$ cat src/sv/frac_pkg.sv
// ----------------------------------------------------------------------------
// frac_pkg
// Shared types, widths and codes of the fraction arithmetic unit.
// ----------------------------------------------------------------------------
package frac_pkg;

  localparam int DW     = 32;
  localparam int CNT_W  = $clog2(DW + 1);
  localparam int STEP_W = 4;

  typedef logic signed [DW-1:0] word_t;

  typedef enum logic [3:0] {
    OP_REM         = 4'd0,
    OP_GCD         = 4'd1,
    OP_LCM         = 4'd2,
    OP_REDUCE      = 4'd3,
    OP_TO_MIXED    = 4'd4,
    OP_TO_IMPROPER = 4'd5,
    OP_ADD         = 4'd6,
    OP_SUB         = 4'd7,
    OP_MUL         = 4'd8,
    OP_DIV         = 4'd9
  } op_e;

  typedef enum logic [2:0] {
    ST_IDLE,
    ST_RUN,
    ST_GCD,
    ST_GCD_WAIT,
    ST_DIV_WAIT
  } state_e;

  typedef struct packed {
    logic  start;
    word_t dividend;
    word_t divisor;
  } div_req_t;

  typedef struct packed {
    logic  done;
    logic  div_zero;
    word_t quotient;
    word_t remainder;
  } div_rsp_t;

endpackage

$ cat src/sv/frac_if.sv
// ----------------------------------------------------------------------------
// frac_if
// Valid/ready channels carrying operation items and result items.
// ----------------------------------------------------------------------------
interface frac_in_if;
  logic             valid;
  logic             ready;
  logic [3:0]       operation;
  frac_pkg::word_t  operand_a;
  frac_pkg::word_t  operand_b;
  frac_pkg::word_t  operand_c;
  frac_pkg::word_t  operand_d;

  modport source (output valid, operation, operand_a, operand_b, operand_c, operand_d,
                  input ready);
  modport sink   (input valid, operation, operand_a, operand_b, operand_c, operand_d,
                  output ready);
endinterface

interface frac_out_if;
  logic             valid;
  logic             ready;
  frac_pkg::word_t  first_value;
  frac_pkg::word_t  second_value;
  frac_pkg::word_t  third_value;
  logic             divide_error;

  modport source (output valid, first_value, second_value, third_value, divide_error,
                  input ready);
  modport sink   (input valid, first_value, second_value, third_value, divide_error,
                  output ready);
endinterface

$ cat src/sv/frac_div.sv
// ----------------------------------------------------------------------------
// frac_div
// Shared bit-serial signed divider, truncating toward zero, one bit a cycle.
// ----------------------------------------------------------------------------
module frac_div (
  input  logic               clk_i,
  input  logic               rst_ni,
  input  frac_pkg::div_req_t req_i,
  output frac_pkg::div_rsp_t rsp_o
);
  import frac_pkg::*;

  logic             busy_q, done_q, dz_q;
  logic [CNT_W-1:0] cnt_q;
  logic [DW-1:0]    quo_q, rem_q, dmag_q;
  logic             neg_q_q, neg_r_q;
  logic [DW:0]      shifted, trial;
  logic [DW-1:0]    quo_nxt, rem_nxt, a_mag, b_mag;

  // operand magnitudes
  assign a_mag = req_i.dividend[DW-1] ? DW'(-req_i.dividend) : DW'(req_i.dividend);
  assign b_mag = req_i.divisor[DW-1]  ? DW'(-req_i.divisor)  : DW'(req_i.divisor);

  // restoring step
  always_comb begin
    shifted = {rem_q, quo_q[DW-1]};
    trial   = shifted - {1'b0, dmag_q};
    if (!trial[DW]) begin
      rem_nxt = trial[DW-1:0];
      quo_nxt = {quo_q[DW-2:0], 1'b1};
    end else begin
      rem_nxt = shifted[DW-1:0];
      quo_nxt = {quo_q[DW-2:0], 1'b0};
    end
  end

  // control
  always_ff @(posedge clk_i or negedge rst_ni) begin
    if (!rst_ni) begin
      busy_q <= 1'b0;
      done_q <= 1'b0;
      cnt_q  <= '0;
    end else begin
      done_q <= 1'b0;
      if (req_i.start) begin
        if (req_i.divisor == '0) begin
          done_q <= 1'b1;
        end else begin
          busy_q <= 1'b1;
          cnt_q  <= CNT_W'(DW);
        end
      end else if (busy_q) begin
        cnt_q <= cnt_q - 1'b1;
        if (cnt_q == CNT_W'(1)) begin
          busy_q <= 1'b0;
          done_q <= 1'b1;
        end
      end
    end
  end

  // datapath
  always_ff @(posedge clk_i) begin
    if (req_i.start) begin
      dz_q    <= (req_i.divisor == '0);
      quo_q   <= (req_i.divisor == '0) ? '0 : a_mag;
      rem_q   <= '0;
      dmag_q  <= b_mag;
      neg_q_q <= req_i.dividend[DW-1] ^ req_i.divisor[DW-1];
      neg_r_q <= req_i.dividend[DW-1];
    end else if (busy_q) begin
      quo_q <= quo_nxt;
      rem_q <= rem_nxt;
    end
  end

  // signed results
  assign rsp_o.done      = done_q;
  assign rsp_o.div_zero  = dz_q;
  assign rsp_o.quotient  = neg_q_q ? word_t'(-quo_q) : word_t'(quo_q);
  assign rsp_o.remainder = neg_r_q ? word_t'(-rem_q) : word_t'(rem_q);

endmodule

$ cat src/sv/fraction_arithmetic_unit.sv
// Gcd runs one divide per Euclid step, so items with long gcd chains take longest;
// unused codes finish without using the divider or the multiplier.
// The unit takes one item at a time; the shared bit-serial divider sets the pace.
// A new item is taken while a finished result still waits at the output.
// Reset (asynchronous, active low) returns the sequencer to idle, output empty.
// ----------------------------------------------------------------------------
// fraction_arithmetic_unit
// Integer and fraction unit: sequencer over one divider and one multiplier.
// ----------------------------------------------------------------------------
module fraction_arithmetic_unit (
  input  logic        clk_i,
  input  logic        rst_ni,
  frac_in_if.sink     in_i,
  frac_out_if.source  out_o
);
  import frac_pkg::*;

  state_e            state_q, state_d;
  logic [STEP_W-1:0] step_q, step_d;
  op_e               op_q;
  word_t             a_q, b_q, c_q, d_q;
  word_t             x_q, x_d, y_q, y_d, q_q, q_d, r_q, r_d, p_q, p_d;
  word_t             res0_q, res0_d, res1_q, res1_d, res2_q, res2_d;
  logic              fault_q, fault_d;
  logic              ov_q, ov_d;
  word_t             o0_q, o1_q, o2_q;
  logic              oe_q;
  logic              fin, mul_en, accept, load_out;
  word_t             mul_a, mul_b;
  div_req_t          dreq;
  div_rsp_t          drsp;

  frac_div u_div (
    .clk_i  (clk_i),
    .rst_ni (rst_ni),
    .req_i  (dreq),
    .rsp_o  (drsp)
  );

  assign in_i.ready = (state_q == ST_IDLE);
  assign accept     = in_i.valid && in_i.ready;

  // sequencer
  always_comb begin
    state_d      = state_q;
    step_d       = step_q;
    x_d          = x_q;
    y_d          = y_q;
    q_d          = q_q;
    r_d          = r_q;
    res0_d       = res0_q;
    res1_d       = res1_q;
    res2_d       = res2_q;
    fault_d      = fault_q;
    fin          = 1'b0;
    mul_en       = 1'b0;
    mul_a        = a_q;
    mul_b        = c_q;
    dreq.start    = 1'b0;
    dreq.dividend = x_q;
    dreq.divisor  = y_q;
    load_out     = 1'b0;

    case (state_q)
      ST_IDLE: begin
        if (accept) begin
          state_d = ST_RUN;
          step_d  = '0;
          fault_d = 1'b0;
          res0_d  = '0;
          res1_d  = '0;
          res2_d  = '0;
        end
      end
      ST_RUN: begin
        step_d = step_q + 1'b1;
        case (op_q)
          OP_REM: begin
            case (step_q)
              4'd0: begin
                dreq = '{1'b1, a_q, b_q}; state_d = ST_DIV_WAIT;
              end
              default: begin res0_d = r_q; fin = 1'b1; end
            endcase
          end
          OP_GCD: begin
            case (step_q)
              4'd0: begin x_d = a_q; y_d = b_q; state_d = ST_GCD; end
              default: begin res0_d = x_q; fin = 1'b1; end
            endcase
          end
          OP_LCM: begin
            case (step_q)
              4'd0: begin x_d = a_q; y_d = b_q; state_d = ST_GCD; end
              4'd1: begin mul_en = 1'b1; mul_a = a_q; mul_b = b_q; end
              4'd2: begin dreq = '{1'b1, p_q, x_q}; state_d = ST_DIV_WAIT; end
              default: begin res0_d = q_q; fin = 1'b1; end
            endcase
          end
          OP_REDUCE: begin
            case (step_q)
              4'd0: begin x_d = a_q; y_d = b_q; state_d = ST_GCD; end
              4'd1: begin
                res2_d = x_q; dreq = '{1'b1, a_q, x_q}; state_d = ST_DIV_WAIT;
              end
              4'd2: begin
                res0_d = q_q; dreq = '{1'b1, b_q, res2_q}; state_d = ST_DIV_WAIT;
              end
              default: begin res1_d = q_q; fin = 1'b1; end
            endcase
          end
          OP_TO_MIXED: begin
            case (step_q)
              4'd0: begin dreq = '{1'b1, a_q, b_q}; state_d = ST_DIV_WAIT; end
              default: begin
                res0_d = q_q; res1_d = r_q; res2_d = b_q; fin = 1'b1;
              end
            endcase
          end
          OP_TO_IMPROPER: begin
            case (step_q)
              4'd0: begin mul_en = 1'b1; mul_a = c_q; mul_b = a_q; end
              default: begin res0_d = p_q + b_q; res1_d = c_q; fin = 1'b1; end
            endcase
          end
          OP_ADD, OP_SUB: begin
            case (step_q)
              4'd0: begin x_d = b_q; y_d = d_q; state_d = ST_GCD; end
              4'd1: begin mul_en = 1'b1; mul_a = b_q; mul_b = d_q; end
              4'd2: begin dreq = '{1'b1, p_q, x_q}; state_d = ST_DIV_WAIT; end
              4'd3: begin
                res1_d = q_q; dreq = '{1'b1, q_q, b_q}; state_d = ST_DIV_WAIT;
              end
              4'd4: begin mul_en = 1'b1; mul_a = a_q; mul_b = q_q; end
              4'd5: begin
                res0_d = p_q; dreq = '{1'b1, res1_q, d_q}; state_d = ST_DIV_WAIT;
              end
              4'd6: begin mul_en = 1'b1; mul_a = c_q; mul_b = q_q; end
              4'd7: res0_d = (op_q == OP_ADD) ? res0_q + p_q : res0_q - p_q;
              4'd8: begin x_d = res0_q; y_d = res1_q; state_d = ST_GCD; end
              default: begin res2_d = x_q; fin = 1'b1; end
            endcase
          end
          OP_MUL, OP_DIV: begin
            case (step_q)
              4'd0: begin
                mul_en = 1'b1; mul_a = a_q; mul_b = (op_q == OP_MUL) ? c_q : d_q;
              end
              4'd1: begin
                res0_d = p_q;
                mul_en = 1'b1; mul_a = b_q; mul_b = (op_q == OP_MUL) ? d_q : c_q;
              end
              4'd2: begin
                res1_d = p_q; x_d = res0_q; y_d = p_q; state_d = ST_GCD;
              end
              default: begin res2_d = x_q; fin = 1'b1; end
            endcase
          end
          default: fin = 1'b1;
        endcase
        // hand the item to the output stage once it is free
        if (fin) begin
          step_d = step_q;
          if (!ov_q || out_o.ready) begin
            load_out = 1'b1;
            state_d  = ST_IDLE;
          end
        end
      end
      ST_GCD: begin
        if (y_q == '0) begin
          state_d = ST_RUN;
        end else begin
          dreq    = '{1'b1, x_q, y_q};
          state_d = ST_GCD_WAIT;
        end
      end
      ST_GCD_WAIT: begin
        if (drsp.done) begin
          x_d     = y_q;
          y_d     = drsp.remainder;
          state_d = ST_GCD;
        end
      end
      ST_DIV_WAIT: begin
        if (drsp.done) begin
          q_d     = drsp.quotient;
          r_d     = drsp.remainder;
          fault_d = fault_q | drsp.div_zero;
          state_d = ST_RUN;
        end
      end
      default: state_d = ST_IDLE;
    endcase
  end

  // shared multiplier, low word kept
  assign p_d = mul_en ? word_t'(mul_a * mul_b) : p_q;

  // output valid
  always_comb begin
    ov_d = ov_q;
    if (out_o.ready) ov_d = 1'b0;
    if (load_out)    ov_d = 1'b1;
  end

  // control registers
  always_ff @(posedge clk_i or negedge rst_ni) begin
    if (!rst_ni) begin
      state_q <= ST_IDLE;
      step_q  <= '0;
      fault_q <= 1'b0;
      ov_q    <= 1'b0;
    end else begin
      state_q <= state_d;
      step_q  <= step_d;
      fault_q <= fault_d;
      ov_q    <= ov_d;
    end
  end

  // datapath registers
  always_ff @(posedge clk_i) begin
    if (accept) begin
      op_q <= op_e'(in_i.operation);
      a_q  <= in_i.operand_a;
      b_q  <= in_i.operand_b;
      c_q  <= in_i.operand_c;
      d_q  <= in_i.operand_d;
    end
    x_q    <= x_d;
    y_q    <= y_d;
    q_q    <= q_d;
    r_q    <= r_d;
    p_q    <= p_d;
    res0_q <= res0_d;
    res1_q <= res1_d;
    res2_q <= res2_d;
    if (load_out) begin
      o0_q <= fault_q ? '0 : res0_d;
      o1_q <= fault_q ? '0 : res1_d;
      o2_q <= fault_q ? '0 : res2_d;
      oe_q <= fault_q;
    end
  end

  assign out_o.valid        = ov_q;
  assign out_o.first_value  = o0_q;
  assign out_o.second_value = o1_q;
  assign out_o.third_value  = o2_q;
  assign out_o.divide_error = oe_q;

endmodule

$ cat src/flat_wrapper.sv
// flat-port wrapper written by rule: the top's interface ports become plain ports
module fraction_arithmetic_unit_flat import frac_pkg::*;
  (clk_i, rst_ni, in_i_valid, in_i_operation, in_i_operand_a, in_i_operand_b, in_i_operand_c, in_i_operand_d, in_i_ready, out_o_valid, out_o_first_value, out_o_second_value, out_o_third_value, out_o_divide_error, out_o_ready);
  frac_in_if in_i_i ();
  frac_out_if out_o_i ();
  input  logic clk_i;
  input  logic rst_ni;
  input wire logic [$bits(in_i_i.valid)-1:0] in_i_valid;
  input wire logic [$bits(in_i_i.operation)-1:0] in_i_operation;
  input wire logic [$bits(in_i_i.operand_a)-1:0] in_i_operand_a;
  input wire logic [$bits(in_i_i.operand_b)-1:0] in_i_operand_b;
  input wire logic [$bits(in_i_i.operand_c)-1:0] in_i_operand_c;
  input wire logic [$bits(in_i_i.operand_d)-1:0] in_i_operand_d;
  output wire logic [$bits(in_i_i.ready)-1:0] in_i_ready;
  output wire logic [$bits(out_o_i.valid)-1:0] out_o_valid;
  output wire logic [$bits(out_o_i.first_value)-1:0] out_o_first_value;
  output wire logic [$bits(out_o_i.second_value)-1:0] out_o_second_value;
  output wire logic [$bits(out_o_i.third_value)-1:0] out_o_third_value;
  output wire logic [$bits(out_o_i.divide_error)-1:0] out_o_divide_error;
  input wire logic [$bits(out_o_i.ready)-1:0] out_o_ready;
  assign in_i_i.valid = in_i_valid;
  assign in_i_i.operation = in_i_operation;
  assign in_i_i.operand_a = in_i_operand_a;
  assign in_i_i.operand_b = in_i_operand_b;
  assign in_i_i.operand_c = in_i_operand_c;
  assign in_i_i.operand_d = in_i_operand_d;
  assign in_i_ready = in_i_i.ready;
  assign out_o_valid = out_o_i.valid;
  assign out_o_first_value = out_o_i.first_value;
  assign out_o_second_value = out_o_i.second_value;
  assign out_o_third_value = out_o_i.third_value;
  assign out_o_divide_error = out_o_i.divide_error;
  assign out_o_i.ready = out_o_ready;
  fraction_arithmetic_unit u_core (.clk_i(clk_i), .rst_ni(rst_ni), .in_i(in_i_i), .out_o(out_o_i));
endmodule
$ cat config.mk
export PLATFORM = sky130hd
export DESIGN_NAME = fraction_arithmetic_unit_flat
export DESIGN_NICKNAME = d
export VERILOG_FILES = /design/src/sv/frac_pkg.sv /design/src/sv/frac_if.sv /design/src/sv/frac_div.sv /design/src/sv/fraction_arithmetic_unit.sv /design/src/flat_wrapper.sv
export SDC_FILE = /design/constraint.sdc
export NUM_CORES = 2
export LEC_CHECK = 0
export BUFFER_PORTS_ARGS = -buffer_cell sky130_fd_sc_hd__buf_2
export CORE_MARGIN = 1
export CORE_UTILIZATION = 30
export CTS_CLUSTER_SIZE = 28
export DETAILED_ROUTE_END_ITERATION = 6
export HOLD_SLACK_MARGIN = 0.03
export PLACE_DENSITY = 0.44
export SLEW_MARGIN = 5
export SYNTH_ARGS = -nofsm -noshare
export SYNTH_HDL_FRONTEND = slang
export SYNTH_SLANG_ARGS = --single-unit
$ cat constraint.sdc
create_clock -name clk_i -period 12.1 [get_ports clk_i]
set_input_delay 1.21 -clock clk_i [delete_from_list [all_inputs] [get_ports clk_i]]
set_output_delay 1.21 -clock clk_i [all_outputs]
set_load 0.05 [all_outputs]
==> run metrics <==
gr usage total 0.339; grt met2 use 0.481; Wirelength per Cell 36.2 um; Setup Buffers After CTS 0; Core Rows 164; hold-fix buffers at CTS 0; RSZ-0062 raised after global routing no; I/O pins 235; detailed placement HPWL 271000 um; DIE AREA 203000 um^2; share of flip-flops with an asynchronous set or reset 0.0283; Reg2Reg Depth 31; cells taking the most area after synthesis edfxtp_1 (23%), fa_1 (14%), ha_1 (5.3%), nand2_1 (4.9%), a21oi_1 (4.6%); CP peak stage delay 0.84 ns; I/O Buffers 234; CTS sink count 601; Final nets 7839; EDFF count, synth 456; vias 60342; Hold WC Path Type in2async; relative slew slack 0.120; max_cap viols 0; clock buffer depth 3; final wirelength 355000 um; Final Cycle Share 0.895; Reg clk slew, reported paths 0.06 ns; Num CTS Buffers 81; critical path capture point type register; CTS Root Cell clkbuf_16; Distinct cells, synth 105; DR pass1 iterations 7; Seq/Total Area, Yosys 0.276; GR peak layer met2; top-area cell type share of the netlist area 0.226; outcome finished with violations; Max Freq 92.3 MHz; vias in the first global route 56791; Worst EP required 12.65 ns; combinational family with the most area after synthesis compound AO/OA/AOI/OAI gates; utilization after layout 0.340; Iter 0 DRT Violations 9501; Syn Nets 7804; CTS tree done; Final Cell Area 68000 um^2; met3 Use GR 0.105; Synth Area in XOR/XNOR 0.0446; crit path kind reg2reg; minimum clock period after layout 10.83 ns; Post-Synth Adder-Cell Area 0.189; GR Util met1 0.438; vias per inst 6.17; simple-gate share of the synthesized area 0.157; DRC viols 146; Chip Width 451 um; WP data arrival 11.38 ns; Cell Area, Synth 60500 um^2; final number of max-transition violations 0; Synth area leader edfxtp_1; failing checks design-rule violations; antenna violations before repair 46; gpl congestion 1.04; multiplexer share of the synthesized area 0.0386; critical path peak fanout 37; # setup viols final 0; die height 451 um; htree depth 3; syn avg cell area 8.64 um^2; Setup Skew 0.0916 ns; worst slew pin tran 1.32 ns; first-pass GRT wire length 480000 um; Clock Latency Late Sink 0.82 ns; starting density of the core 0.302; most used cell, CP xnor2_1; Synth Instances 7002; Antenna Nets Post-Route 0; slowest CP cell o21ai_1; GR Overflow Total 0; Main synth FF type edfxtp_1; nature of the critical path startpoint register; Ys Warns 0; final hold vios 0; Core Footprint 200000 um^2; post-CTS sizing 0; Synth Area in Compound Gates 0.223; layout cells sized above 1 0.115; area grow syn2layout 12.4%; setup tns final 0 ns; largest net degree at the start of global routing 101; placed inst area 65100 um^2; #FFs+latches synth 601
-- final cells by class --
type	instances	area, um^2
antenna	22	55.1
clock buffer	102	2220
clock inverter	49	528
fill	20890	132000
inverter	545	2050
multi-input combinational	5297	39800
sequential	601	16700
tap	2656	3320
timing repair buffer	511	3260
-- placed cells by master, fill, tap and decap left out, types with 128 or more instances in the layout --
| master | n |
|---|---|
| a21oi_1 | 547 |
| buf_2 | 235 |
| buf_4 | 273 |
| dfxtp_1 | 128 |
| edfxtp_1 | 456 |
| fa_1 | 411 |
| ha_1 | 252 |
| inv_1 | 545 |
| mux2i_1 | 231 |
| nand2_1 | 782 |
| nor2_1 | 697 |
| o21ai_0 | 345 |
| xnor2_1 | 218 |
-- cells in the mapped netlist (24+ instances only) --
library cell and count:
nand2_1 784, nor2_1 709, a21oi_1 551, inv_1 545, edfxtp_1 456, fa_1 411
clkbuf_1 397, o21ai_0 345, ha_1 255, mux2i_1 231, xnor2_1 219, a22oi_1 130
dfxtp_1 128, a22o_1 119, a222oi_1 111, o22ai_1 106, buf_2 91, nand2b_1 91
nor3_1 88, xor2_1 84, a221oi_1 82, and2_1 81, a21o_1 78, a221o_1 73
o31ai_1 59, or2_2 58, nand3_1 51, nor4_1 51, buf_1 47, o211ai_1 34
a211oi_1 31, nor2b_1 30, o21ai_1 30, and3_1 29, or3_1 29, a31oi_1 27
a21boi_0 24
-- metrics by stage --
| stage | setup slack [ns] | cells | hold slack, ns |
|---|---|---|---|
| global route | 0.910 | 9767 | 0.443 |
| CTS | 1.40 | 9759 | 0.419 |
| floorplan | 2.78 | 7002 | 0.459 |
| global placement | 1.48 | 9607 | 0.467 |
| detailed placement | 1.43 | 9608 | 0.469 |
| finish | 1.27 | 9783 | 0.432 |
-- worst max-delay path: cells and delay by family (launching register included) --
family / cells / cell delay, ns
adders and majority gates: 9 / 4.63
xor gates and xnor gates: 11 / 2.36
AOI/OAI and AO/OA: 4 / 1.30
buffers and inverters: 5 / 1.24
and+or+nand+nor: 2 / 0.55
DFF: 1 / 0.44
-- metal layers --
metal	share of wire	wire (um)
met1	0.40	142000
met2	0.41	145000
met3	0.11	39300
met4	0.079	28000
met5	0.00039	137
-- worst paths after layout --
kind	start	end	slack (ns)
worst min-delay path	rst_ni	u_core.u_div.cnt_q[0]	0.43
worst max register to register	u_core.step_q[1]	u_core.p_q[31]	1.27
max in group asynchronous	rst_ni	u_core.step_q[2]	11.18
min in group clk_i	u_core.u_div.dz_q	u_core.fault_q	0.48
worst min register to register	u_core.u_div.dz_q	u_core.fault_q	0.48
worst max-delay path	u_core.step_q[1]	u_core.p_q[31]	1.27
-- cell families after synthesis --
| group | Yosys count |
|---|---|
| AOI/OAI and AO/OA | 1989 |
| and+or+nand+nor | 2104 |
| DFF | 601 |
| buffers and inverters | 1104 |
| muxes | 233 |
| adders and majority gates | 666 |
| xor gates and xnor gates | 305 |
Power is left out: the tool's default activity adds up to more than one toggle a clock period on the data nets, which glitch-free logic cannot reach.
